`src/rtl/mmdp_pkg.sv`:
```
// ----------------------------------------------------------------------------
// mmdp_pkg: shared definitions of the min/max decimation pyramid
// Sizes, payload structs, state codes and the strict min/max merge function.
// ----------------------------------------------------------------------------
`default_nettype none

package mmdp_pkg;

  // Pyramid geometry.
  localparam int BRANCH      = 16;
  localparam int LEVELS      = 4;
  localparam int MAX_RESULTS = 8;

  // Field widths.
  localparam int X_W   = 32;
  localparam int Y_W   = 16;
  localparam int LVL_W = 2;

  // Fill counter only counts up to BRANCH-1 before it wraps to zero.
  localparam int FILL_W = $clog2(BRANCH);
  // Result counter must reach MAX_RESULTS itself.
  localparam int CNT_W  = $clog2(MAX_RESULTS + 1);

  // One bucket: the lowest-y point and the highest-y point.
  typedef struct packed {
    logic [X_W-1:0]        lx;
    logic signed [Y_W-1:0] ly;
    logic [X_W-1:0]        hx;
    logic signed [Y_W-1:0] hy;
  } mm_t;

  // Kind of token walking up the cell chain.
  typedef enum logic {
    TOK_INS,
    TOK_SNP
  } tok_kind_t;

  // Token handed from one cell to the next.
  typedef struct packed {
    logic      vld;
    tok_kind_t kind;
    logic      has;
    mm_t       mm;
  } tok_t;

  // Result offered by one cell in the cycle it acts.
  typedef struct packed {
    logic vld;
    logic complete;
    mm_t  mm;
  } res_t;

  // Result request into the output stage, tagged with its level.
  typedef struct packed {
    logic             vld;
    logic [LVL_W-1:0] level;
    logic             complete;
    mm_t              mm;
  } emit_req_t;

  // Result item as held in the output register.
  typedef struct packed {
    logic [LVL_W-1:0] level;
    logic             complete;
    logic             last;
    mm_t              mm;
  } out_item_t;

  // Sequencer states.
  typedef enum logic [1:0] {
    SEQ_IDLE,
    SEQ_INSERT,
    SEQ_SNAP
  } seq_state_t;

  // Merge element e into accumulator acc; replace only on strict extremes.
  function automatic mm_t mm_merge(mm_t acc, mm_t e);
    mm_t r;
    r = acc;
    if (e.ly < acc.ly) begin
      r.lx = e.lx;
      r.ly = e.ly;
    end
    if (e.hy > acc.hy) begin
      r.hx = e.hx;
      r.hy = e.hy;
    end
    return r;
  endfunction

endpackage

`default_nettype wire

```
`src/rtl/mmdp_if.sv`:
```
// ----------------------------------------------------------------------------
// mmdp_if: valid/ready channels of the min/max decimation pyramid
// Sample channel and result channel, each with source and sink modports.
// ----------------------------------------------------------------------------
`default_nettype none

interface mmdp_in_if;
  logic                  valid;
  logic                  ready;
  logic [31:0]           sample_x;
  logic signed [15:0]    sample_y;
  logic                  restart;
  logic                  flush;

  modport source (output valid, output sample_x, output sample_y, output restart,
                  output flush, input ready);
  modport sink   (input valid, input sample_x, input sample_y, input restart,
                  input flush, output ready);
endinterface

interface mmdp_out_if;
  logic                  valid;
  logic                  ready;
  logic [1:0]            level;
  logic [31:0]           low_x;
  logic signed [15:0]    low_y;
  logic [31:0]           high_x;
  logic signed [15:0]    high_y;
  logic                  complete;
  logic                  last;

  modport source (output valid, output level, output low_x, output low_y,
                  output high_x, output high_y, output complete, output last,
                  input ready);
  modport sink   (input valid, input level, input low_x, input low_y,
                  input high_x, input high_y, input complete, input last,
                  output ready);
endinterface

`default_nettype wire

```
`src/rtl/mmdp_cell.sv`:
```
// ----------------------------------------------------------------------------
// mmdp_cell: one pyramid level
// Holds the running bucket and fill count of its level, acts on the token
// from the level below and hands the resulting token to the level above.
// ----------------------------------------------------------------------------
`default_nettype none

module mmdp_cell (
  input  wire logic          clk,
  input  wire logic          rst_n,
  input  wire logic          en,
  input  wire logic          clear,
  input  wire mmdp_pkg::tok_t tok_i,
  output mmdp_pkg::tok_t     tok_o,
  output mmdp_pkg::res_t     res_o
);

  logic [mmdp_pkg::FILL_W-1:0] fill_r, fill_nxt;
  mmdp_pkg::mm_t               bkt_r, bkt_nxt;
  logic                        bkt_we;
  mmdp_pkg::tok_t              tok_r, tok_nxt;

  // Insert or snapshot work on the incoming token.
  always_comb begin
    logic          empty;
    logic          full;
    mmdp_pkg::mm_t cur;
    empty    = (fill_r == '0);
    full     = (fill_r == mmdp_pkg::FILL_W'(mmdp_pkg::BRANCH - 1));
    cur      = tok_i.mm;
    fill_nxt = fill_r;
    bkt_nxt  = bkt_r;
    bkt_we   = 1'b0;
    tok_nxt  = tok_i;
    res_o    = '0;
    if (tok_i.vld && tok_i.kind == mmdp_pkg::TOK_INS && tok_i.has) begin
      // The element seeds an empty bucket, otherwise it is merged in.
      if (!empty) begin
        cur = mmdp_pkg::mm_merge(bkt_r, tok_i.mm);
      end
      bkt_nxt      = cur;
      bkt_we       = 1'b1;
      fill_nxt     = full ? '0 : fill_r + 1'b1;
      tok_nxt.has  = full;
      tok_nxt.mm   = cur;
      res_o.vld    = full;
      res_o.complete = 1'b1;
      res_o.mm     = cur;
    end else if (tok_i.vld && tok_i.kind == mmdp_pkg::TOK_SNP) begin
      // The partial bucket is the older data and absorbs the child snapshot.
      if (!empty) begin
        cur         = tok_i.has ? mmdp_pkg::mm_merge(bkt_r, tok_i.mm) : bkt_r;
        tok_nxt.has = 1'b1;
      end
      tok_nxt.mm     = cur;
      res_o.vld      = tok_nxt.has;
      res_o.complete = 1'b0;
      res_o.mm       = cur;
    end
  end

  assign tok_o = tok_r;

  // Fill count and outgoing token.
  always_ff @(posedge clk) begin
    if (!rst_n) begin
      fill_r <= '0;
      tok_r  <= '0;
    end else if (clear) begin
      fill_r <= '0;
    end else if (en) begin
      fill_r <= fill_nxt;
      tok_r  <= tok_nxt;
    end
  end

  // Bucket contents are only read while the fill count is non-zero.
  always_ff @(posedge clk) begin
    if (en && bkt_we) begin
      bkt_r <= bkt_nxt;
    end
  end

endmodule

`default_nettype wire

```
`src/rtl/mmdp_emit.sv`:
```
// ----------------------------------------------------------------------------
// mmdp_emit: result staging of the min/max decimation pyramid
// A pending register holds the newest result until the next one or the end
// of the item shows whether it is the last; the output register feeds the
// result channel and sets the stall for the whole chain.
// ----------------------------------------------------------------------------
`default_nettype none

module mmdp_emit (
  input  wire logic              clk,
  input  wire logic              rst_n,
  input  wire logic              clr,
  input  wire logic              fin,
  input  wire mmdp_pkg::emit_req_t req,
  output logic                   en,
  mmdp_out_if.source             out_ch
);

  mmdp_pkg::emit_req_t        pend_r;
  logic                       pend_vld_r;
  mmdp_pkg::out_item_t        out_r;
  logic                       out_vld_r;
  logic [mmdp_pkg::CNT_W-1:0] cnt_r;
  logic                       take;
  logic                       load;

  // The chain moves only when the output register is free this cycle.
  assign en   = !out_vld_r || out_ch.ready;
  assign take = en && req.vld && (cnt_r < mmdp_pkg::CNT_W'(mmdp_pkg::MAX_RESULTS));
  assign load = (take || (fin && en)) && pend_vld_r;

  // Control: valid flags and result count.
  always_ff @(posedge clk) begin
    if (!rst_n) begin
      pend_vld_r <= 1'b0;
      out_vld_r  <= 1'b0;
      cnt_r      <= '0;
    end else begin
      if (clr) begin
        cnt_r <= '0;
      end else if (take) begin
        cnt_r <= cnt_r + 1'b1;
      end
      if (take) begin
        pend_vld_r <= 1'b1;
      end else if (fin && en) begin
        pend_vld_r <= 1'b0;
      end
      if (load) begin
        out_vld_r <= 1'b1;
      end else if (en) begin
        out_vld_r <= 1'b0;
      end
    end
  end

  // Payload: a new result pushes the pending one out as not last.
  always_ff @(posedge clk) begin
    if (take) begin
      pend_r <= req;
    end
    if (load) begin
      out_r.level    <= pend_r.level;
      out_r.complete <= pend_r.complete;
      out_r.mm       <= pend_r.mm;
      out_r.last     <= !take;
    end
  end

  assign out_ch.valid    = out_vld_r;
  assign out_ch.level    = out_r.level;
  assign out_ch.low_x    = out_r.mm.lx;
  assign out_ch.low_y    = out_r.mm.ly;
  assign out_ch.high_x   = out_r.mm.hx;
  assign out_ch.high_y   = out_r.mm.hy;
  assign out_ch.complete = out_r.complete;
  assign out_ch.last     = out_r.last;

endmodule

`default_nettype wire

```
`src/rtl/minmax_decimation_pyramid_unit.sv`:
```
// ----------------------------------------------------------------------------
// minmax_decimation_pyramid_unit: min/max peak-detect decimation pyramid
// One cell per level keeps a running lowest/highest bucket; finished buckets
// and flush snapshots walk up the chain one level per cycle unless stalled.
// ----------------------------------------------------------------------------
//
//   Channel  Direction  Payload
//   in_ch    sink       sample_x, sample_y, restart, flush
//   out_ch   source     level, low_x, low_y, high_x, high_y, complete, last
//
// After a sample transfer the next transfer waits until an insert token, and
// with flush then a snapshot token, has walked the whole cell chain, one cell
// per cycle unless the result channel stalls.
// Reset is synchronous and active low; it empties every bucket.
// While the result channel stalls, the whole chain holds.
//
`default_nettype none

module minmax_decimation_pyramid_unit (
  input  wire logic  clk,
  input  wire logic  rst_n,
  mmdp_in_if.sink    in_ch,
  mmdp_out_if.source out_ch
);

  mmdp_pkg::seq_state_t state_r, state_nxt;
  mmdp_pkg::tok_t       chain [mmdp_pkg::LEVELS+1];
  mmdp_pkg::res_t       cres  [mmdp_pkg::LEVELS];
  mmdp_pkg::tok_t       tok0_r;
  mmdp_pkg::emit_req_t  req;
  logic                 flush_r;
  logic                 en;
  logic                 accept;
  logic                 ins_done;
  logic                 snp_done;
  logic                 launch_snap;
  logic                 fin;

  // Sequencer: next state.
  always_comb begin
    state_nxt = state_r;
    case (state_r)
      mmdp_pkg::SEQ_IDLE: begin
        if (accept) state_nxt = mmdp_pkg::SEQ_INSERT;
      end
      mmdp_pkg::SEQ_INSERT: begin
        if (ins_done) state_nxt = flush_r ? mmdp_pkg::SEQ_SNAP : mmdp_pkg::SEQ_IDLE;
      end
      mmdp_pkg::SEQ_SNAP: begin
        if (snp_done) state_nxt = mmdp_pkg::SEQ_IDLE;
      end
      default: state_nxt = mmdp_pkg::SEQ_IDLE;
    endcase
  end

  // Sequencer: outputs. A phase ends when its token leaves the top cell.
  always_comb begin
    in_ch.ready = 1'b0;
    ins_done    = 1'b0;
    snp_done    = 1'b0;
    case (state_r)
      mmdp_pkg::SEQ_IDLE:   in_ch.ready = 1'b1;
      mmdp_pkg::SEQ_INSERT: ins_done    = en && chain[mmdp_pkg::LEVELS].vld;
      mmdp_pkg::SEQ_SNAP:   snp_done    = en && chain[mmdp_pkg::LEVELS].vld;
      default:              in_ch.ready = 1'b0;
    endcase
  end

  assign accept      = in_ch.valid && in_ch.ready;
  assign launch_snap = ins_done && flush_r;
  assign fin         = (ins_done && !flush_r) || snp_done;

  always_ff @(posedge clk) begin
    if (!rst_n) begin
      state_r <= mmdp_pkg::SEQ_IDLE;
      tok0_r  <= '0;
    end else begin
      state_r <= state_nxt;
      // Token launch into level 0.
      if (accept) begin
        tok0_r.vld   <= 1'b1;
        tok0_r.kind  <= mmdp_pkg::TOK_INS;
        tok0_r.has   <= 1'b1;
        tok0_r.mm.lx <= in_ch.sample_x;
        tok0_r.mm.hx <= in_ch.sample_x;
        tok0_r.mm.ly <= in_ch.sample_y;
        tok0_r.mm.hy <= in_ch.sample_y;
      end else if (launch_snap) begin
        tok0_r.vld  <= 1'b1;
        tok0_r.kind <= mmdp_pkg::TOK_SNP;
        tok0_r.has  <= 1'b0;
      end else if (en) begin
        tok0_r.vld <= 1'b0;
      end
    end
  end

  // Flush request of the sample in flight.
  always_ff @(posedge clk) begin
    if (accept) begin
      flush_r <= in_ch.flush;
    end
  end

  assign chain[0] = tok0_r;

  // The row of level cells.
  for (genvar k = 0; k < mmdp_pkg::LEVELS; k++) begin : g_cell
    mmdp_cell u_cell (
      .clk   (clk),
      .rst_n (rst_n),
      .en    (en),
      .clear (accept && in_ch.restart),
      .tok_i (chain[k]),
      .tok_o (chain[k+1]),
      .res_o (cres[k])
    );
  end

  // Only one cell holds a token at a time; pick its result and tag the level.
  always_comb begin
    req = '0;
    for (int k = 0; k < mmdp_pkg::LEVELS; k++) begin
      if (cres[k].vld) begin
        req.vld      = 1'b1;
        req.level    = mmdp_pkg::LVL_W'(k);
        req.complete = cres[k].complete;
        req.mm       = cres[k].mm;
      end
    end
  end

  mmdp_emit u_emit (
    .clk    (clk),
    .rst_n  (rst_n),
    .clr    (accept),
    .fin    (fin),
    .req    (req),
    .en     (en),
    .out_ch (out_ch)
  );

endmodule

`default_nettype wire

```
`src/flat_wrapper.sv`:
```
// flat-port wrapper written by rule: the top's interface ports become plain ports
module minmax_decimation_pyramid_unit_flat 
  (clk, rst_n, in_ch_valid, in_ch_sample_x, in_ch_sample_y, in_ch_restart, in_ch_flush, in_ch_ready, out_ch_valid, out_ch_level, out_ch_low_x, out_ch_low_y, out_ch_high_x, out_ch_high_y, out_ch_complete, out_ch_last, out_ch_ready);
  mmdp_in_if in_ch_i ();
  mmdp_out_if out_ch_i ();
  input  wire logic clk;
  input  wire logic rst_n;
  input wire logic [$bits(in_ch_i.valid)-1:0] in_ch_valid;
  input wire logic [$bits(in_ch_i.sample_x)-1:0] in_ch_sample_x;
  input wire logic [$bits(in_ch_i.sample_y)-1:0] in_ch_sample_y;
  input wire logic [$bits(in_ch_i.restart)-1:0] in_ch_restart;
  input wire logic [$bits(in_ch_i.flush)-1:0] in_ch_flush;
  output wire logic [$bits(in_ch_i.ready)-1:0] in_ch_ready;
  output wire logic [$bits(out_ch_i.valid)-1:0] out_ch_valid;
  output wire logic [$bits(out_ch_i.level)-1:0] out_ch_level;
  output wire logic [$bits(out_ch_i.low_x)-1:0] out_ch_low_x;
  output wire logic [$bits(out_ch_i.low_y)-1:0] out_ch_low_y;
  output wire logic [$bits(out_ch_i.high_x)-1:0] out_ch_high_x;
  output wire logic [$bits(out_ch_i.high_y)-1:0] out_ch_high_y;
  output wire logic [$bits(out_ch_i.complete)-1:0] out_ch_complete;
  output wire logic [$bits(out_ch_i.last)-1:0] out_ch_last;
  input wire logic [$bits(out_ch_i.ready)-1:0] out_ch_ready;
  assign in_ch_i.valid = in_ch_valid;
  assign in_ch_i.sample_x = in_ch_sample_x;
  assign in_ch_i.sample_y = in_ch_sample_y;
  assign in_ch_i.restart = in_ch_restart;
  assign in_ch_i.flush = in_ch_flush;
  assign in_ch_ready = in_ch_i.ready;
  assign out_ch_valid = out_ch_i.valid;
  assign out_ch_level = out_ch_i.level;
  assign out_ch_low_x = out_ch_i.low_x;
  assign out_ch_low_y = out_ch_i.low_y;
  assign out_ch_high_x = out_ch_i.high_x;
  assign out_ch_high_y = out_ch_i.high_y;
  assign out_ch_complete = out_ch_i.complete;
  assign out_ch_last = out_ch_i.last;
  assign out_ch_i.ready = out_ch_ready;
  minmax_decimation_pyramid_unit u_core (.clk(clk), .rst_n(rst_n), .in_ch(in_ch_i), .out_ch(out_ch_i));
endmodule
```
`config.mk`:
```
export PLATFORM = sky130hd
export DESIGN_NAME = minmax_decimation_pyramid_unit_flat
export DESIGN_NICKNAME = d
export VERILOG_FILES = /design/src/rtl/mmdp_pkg.sv /design/src/rtl/mmdp_if.sv /design/src/rtl/mmdp_cell.sv /design/src/rtl/mmdp_emit.sv /design/src/rtl/minmax_decimation_pyramid_unit.sv /design/src/flat_wrapper.sv
export SDC_FILE = /design/constraint.sdc
export NUM_CORES = 2
export LEC_CHECK = 0
export BUFFER_PORTS_ARGS = -buffer_cell sky130_fd_sc_hd__buf_2
export CAP_MARGIN = 25
export CORE_MARGIN = 1.5
export CORE_UTILIZATION = 40
export CTS_CLUSTER_DIAMETER = 60
export DETAILED_ROUTE_END_ITERATION = 6
export GPL_ROUTABILITY_DRIVEN = 1
export HOLD_SLACK_MARGIN = 0.12
export PLACE_DENSITY_LB_ADDON = 0.05
export RECOVER_POWER = 25
export SETUP_SLACK_MARGIN = 0.4
export SYNTH_ARGS = -nofsm -noshare
export SYNTH_HDL_FRONTEND = slang
export SYNTH_HIERARCHICAL = 1
export SYNTH_SLANG_ARGS = --single-unit
```
`constraint.sdc`:
```
create_clock -name clk -period 10.9 [get_ports clk]
set_input_delay 1.09 -clock clk [delete_from_list [all_inputs] [get_ports clk]]
set_output_delay 1.09 -clock clk [all_outputs]
set_load 0.02 [all_outputs]
```
; Word-level counts from Yosys, hierarchy flattened
; Cells that the tools add are included.
[classes]
order_cmp = 9
add_sub_neg = 5
muxes = 65
eq_ne = 9
bitwise_logic = 6
reduce_logical = 53
[ops]
columns = cell, n
row1 = two-way mux 96 bit, 12
row2 = two-way mux 98 bit, 8
row3 = two-way mux 97 bit, 6
row4 = two-way mux 100 bit, 4
row5 = two-way mux 48 bit, 8
row6 = > comparator 16 bit, 4
row7 = less-than comparator 16 bit, 4
row8 = logical AND 1 bit, 25
row9 = adder 4 x 1 -> 4 bit (second input constant), 5
row10 = AND reduction 2 bit, 9
row11 = == test 4 bit (second input constant), 4
row12 = logical NOT 4 bit, 4
row13 = two-way mux 1 bit, 16
row14 = two-way mux 4 bit, 4
row15 = two-way mux 2 bit, 5
row16 = != test 2 x 1 -> 1 bit (second input constant), 3
row17 = NOT 1 bit, 6
row18 = one-hot mux 2 bit (3 select lines), 1
row19 = nonzero test 2 bit, 3
row20 = OR reduction 2 bit, 3
row21 = less-than comparator 4 bit (second input constant), 1
row22 = logical NOT 1 bit, 3
row23 = logical OR 1 bit, 3
row24 = two-way mux 3 bit, 1
row25 = 5 further kinds, 5
[word_totals]
input_bits = 54
ff_bits = 957

; Longest topological paths before layout
[logic_depth]
ltp_word = 15
mapped_depth = 13
mapped_depth_nobuf = 11

; Modules after synthesis
; The synthesis kept the hierarchy.
[modules_own_cells]
columns = mod, instances, area_per_inst_um2, seq_area_each_um2, cells_per_inst
row1 = mmdp_cell, 4, 10725.3, 4944.7, 992
row2 = mmdp_emit, 1, 6269.8, 6095.8, 231
row3 = minmax_decimation_pyramid_unit, 1, 4511.8, 1091.0, 627

; Worst setup path after synthesis
; Ideal clock, no wire load.
[synth_path]
path_type = input to register
from = input port out_ch_ready
to = register u_core/g_cell[0].u_cell/fill_r[3] (netlist bit)
n_path_buf = 1
path_slack_ns = 5.834
arrival_ns = 4.996
cell_stages = 7
cell_sequence = nor2b_4 -> inv_2 -> and3_1 -> clkbuf_1 -> nand2_1 -> or4_1 -> a21oi_1
[synth_between]
elab_chain_len = 2
[synth_rtl]
columns = item, line
row1 = start: declaration, flat_wrapper.sv:22  ; input wire logic [$bits(out_ch_i.ready)-1:0] out_ch_ready;
row2 = logical OR 1 bit, mmdp_emit.sv:28  ; assign en = !out_vld_r || out_ch.ready;
row3 = named net u_core.en, minmax_decimation_pyramid_unit.sv:32  ; logic en;
row4 = AND reduction 2 bit (no line), n/a
row5 = end signal: assignment, mmdp_cell.sv:72  ; fill_r <= fill_nxt;
row6 = end: declaration, mmdp_cell.sv:18  ; logic [mmdp_pkg::FILL_W-1:0] fill_r, fill_nxt;
; The timed path passes the listed nets, and every way through them passes these cells.
; A chain may end at the register's enable or synchronous reset.

; Worst setup path in the final report
[layout_path]
from = register u_core.state_r[0]
to = register u_core.g_cell[0].u_cell.tok_r, in the netlist u_core/g_cell[0].u_cell/tok_o[78]
[layout_between]
elab_chain_len = 6
[layout_rtl]
columns = item, line
row1 = start: declaration, minmax_decimation_pyramid_unit.sv:26  ; mmdp_pkg::seq_state_t state_r, state_nxt;
row2 = start signal: assignment, minmax_decimation_pyramid_unit.sv:75  ; state_r <= mmdp_pkg::SEQ_IDLE;
row3 = start signal: assignment, minmax_decimation_pyramid_unit.sv:78  ; state_r <= state_nxt;
row4 = logical NOT 2 bit, minmax_decimation_pyramid_unit.sv:61  ; case (state_r)
row5 = two-way mux 1 bit, minmax_decimation_pyramid_unit.sv:61
row6 = logical AND 1 bit, minmax_decimation_pyramid_unit.sv:69  ; assign accept = in_ch.valid && in_ch.ready;
row7 = logical AND 1 bit, minmax_decimation_pyramid_unit.sv:113  ; .clear (accept && in_ch.restart),
row8 = NOT 1 bit (no line), n/a
row9 = AND reduction 2 bit (no line), n/a
row10 = end signal: assignment, mmdp_cell.sv:73  ; tok_r <= tok_nxt;
row11 = end: declaration, mmdp_cell.sv:21  ; mmdp_pkg::tok_t tok_r, tok_nxt;
; Every way passes these cells.

==> flow_metrics.py <==
metrics = {
    "outcome": {
        "status": "complete, but fails checks",
        "violations": "max-capacitance violations, max-slew violations",
    },
    "critical_path": {
        "end_kind": "register",
        "critPathTopFamily": "simple AND/OR/NAND/NOR gates",
        "path_class": "reg -> reg",
        "crit_path_max_incr_delay_ns": 2.21,
        "reg2regPathDepth": 9,
        "cp_common_cell": "buf_4",
        "crit_arrival_ns": 6.67,
        "cp_cell_sequence": "nor2_1, nand2_1, clkinvlp_2, and2_0, buf_4, nor2b_1, nand3_1, buf_4, o221ai_1",
        "crit_fanout": 36,
        "cp.depth": 9,
        "startpoint_type": "register",
        "cp_slowest_cell": "nor2b_1",
        "cp.buffers_inverters": 3,
        "cp.required_ns": 11.55,
    },
    "global_route": {
        "first_global_vias": 35500,
        "antenna_found_initial": 5,
        "grt_pass1_wl_mm": 245,
        "overflow": 0,
        "track_usage_pct": 26.1,
        "grt_max_degree": 182,
    },
    "yosys": {
        "synth_fp_nets": 4568,
        "synth_cells": 4381,
        "synth-warning-count": 6,
        "postSynthAreaPerCell_um2": 11.3,
        "synth_area_mm2": 0.0494,
    },
    "final_layout": {
        "synthToLayoutAreaGrowth_pct": 11.7,
        "nNetsFinal": 4592,
        "fin_area_mm2": 0.0552,
        "fill_cells": 11500,
        "multiInputGateArea_mm2": 0.0216,
        "drive_gt1_share_pct": 13.7,
        "regArea_mm2": 0.0250,
    },
    "floorplanning": {
        "io_pins": 156,
        "die-area_mm2": 0.126,
        "row_count": 128,
        "start_util_pct": 40.4,
        "core_region_area_mm2": 0.122,
        "die_w_um": 354,
        "die_y_um": 354,
    },
    "power_and_ir_drop": {
        "ir_drop_v": 0.000121,
        "p_per_area_mw_per_mm2": 154,
        "switchingPower_mw": 2.03,
        "power_leakage_nw": 19.7,
        "seq_power_share_pct": 47.2,
        "power.share.clock_pct": 47.8,
        "p_total_mw": 8.50,
        "pwr-share-comb_pct": 5.0,
        "p_int_mw": 6.47,
        "p_sw_share_pct": 23.8,
    },
    "cts": {
        "clock_latency_ns": 0.74,
        "htreeDepth": 3,
        "root_buffer": "clkbuf_16",
        "cts_resized": 0,
        "clk_pin_slew_worst_paths_ns": 0.06,
        "numCtsBuffers": 120,
        "ctsHoldBuffers": 0,
        "postCtsSetupBuffers": 0,
        "cts.sinks": 957,
        "cts_tree": "built",
        "cts_buffer_depth": 3,
    },
    "drt": {
        "avgViaCountPerCell": 5.85,
        "wl_per_cell_um": 27.3,
        "drt-total-wl_mm": 167,
        "drtPass1Iterations": 5,
        "num_vias": 35900,
        "remaining_drc_errors": 0,
        "drtIter0Drc": 2699,
        "drt.antenna.violating_nets": 0,
    },
    "sta": {
        "tightest_slew_ns": 4.01,
        "clock_skew_ns": 0.0224,
        "slew_viol_final": 340,
        "hold-worst-slack_ns": 0.417,
        "max_clock_freq_ghz": 0.166,
        "finalHoldViolCount": 0,
        "finalSetupTns_ns": 0,
        "fin_crit_ns": 6.02,
        "rsz0062_at_grt": "no",
        "fin_crit_sh_pct": 55.2,
        "maxSlewHeadroom_pct": -167,
        "setup-violations-final": 0,
    },
    "worst_hold_path": {
        "whs_path_depth": 0,
        "hold_path.class": "reg -> reg",
    },
    "place": {
        "globalplace.congestion": 0.792,
        "dp_hpwl_mm": 93.2,
        "placed_cell_area_mm2": 0.0513,
        "numPortBuffers": 155,
    },
    "job": {
        "maxCapViolations": 9,
    },
}
## worst reg2reg max path, stage by stage (launching register included)
cell and delay [ns]:
dfxtp_1 0.40, nor2_1 0.07, nand2_1 0.13, clkinvlp_2 0.49, and2_0 0.37, buf_4 0.18
nor2b_1 2.21, nand3_1 1.15, buf_4 0.59, o221ai_1 0.33
## routing by layer
layer | wire length [um] | GRT usage (%) | share of wire, %
met4 | 3540 | 7.03 | 2.1
met1 | 77600 | 36.9 | 46
met2 | 76900 | 41.9 | 46
met3 | 9210 | 3.71 | 5.5
met5 | 10 | 0 | 0.0060
## state kept, by name (all words and copies together) (netlist names), 4 cells and up
signal                       flops
u_core/u_emit/out_ch.high_x     32
u_core/u_emit/out_ch.high_y     16
u_core/g_cell.u_cell/tok_o     298
u_core/u_emit/cnt_r              4
u_core/u_emit/out_ch.low_x      32
u_core/u_emit/out_ch.low_y      16
u_core/g_cell.u_cell/bkt_r     384
u_core/g_cell.u_cell/fill_r     16
u_core/u_emit/pend_r            99
u_core/chain                    51
## final timing paths
kind,slack (ns),to,start
max,4.88,u_core/g_cell[0].u_cell/tok_o[78],u_core/state_r[0]
min,0.42,u_core/u_emit/out_ch.low_y[7],u_core/u_emit/pend_r[55]
max reg2reg,4.88,u_core/g_cell[0].u_cell/tok_o[78],u_core/state_r[0]
min reg2reg,0.42,u_core/u_emit/out_ch.low_y[7],u_core/u_emit/pend_r[55]
## placed cells by master (no fill, tap or decap), types with 10 or more instances in the layout
| master | instances |
|---|---|
| clkbuf_1 | 136 |
| clkinv_2 | 19 |
| nand3_1 | 12 |
| or2_2 | 10 |
| nor2_1 | 83 |
| mux2_2 | 192 |
| a21o_1 | 18 |
| o21ai_1 | 14 |
| ha_1 | 133 |
| a22o_1 | 385 |
| clkbuf_16 | 125 |
| a21oi_1 | 231 |
| clkbuf_8 | 26 |
| edfxtp_1 | 584 |
| mux2_1 | 32 |
| o21ai_0 | 277 |
| nand4_1 | 36 |
| dfxtp_1 | 373 |
| a221oi_1 | 96 |
| nor2b_1 | 118 |
| o221a_2 | 30 |
| buf_4 | 74 |
| buf_2 | 51 |
| nand2b_1 | 59 |
| inv_1 | 321 |
| clkinvlp_4 | 10 |
| mux2i_1 | 440 |
| nand2_1 | 321 |
| o221ai_1 | 121 |
## final cells by class
cell class              count  area share, %
diodes                      1        0.00454
clock buffers             179           6.51
clock inverters            50          0.866
inverters                 325           2.22
multi-input cells        2764           39.1
flip-flops and latches    957           45.3
well taps                1625           3.69
repair buffers            237           2.33
## per-stage QoR
stage	std cells	utilization [%]	worst slack, ns
after global routing	6137	45.1	4.39
after global placement	5907	42.0	6.08
after floorplan	4381	-	5.83
after detailed placement	5907	42.0	5.98
final	6138	45.2	4.88
after CTS	6136	45.3	5.97
## power groups by stage
stage / logic (mW) / registers [mW] / clock network, mW
after floorplan: 0.293 / 4.04 / 0
after detailed placement: 0.422 / 4.08 / 0
final: 0.428 / 4.01 / 4.06
after global placement: 0.416 / 4.08 / 0
after global routing: 0.471 / 4.02 / 4.29
after CTS: 0.424 / 4.01 / 4.16
Power figures use the tool's default switching activity.
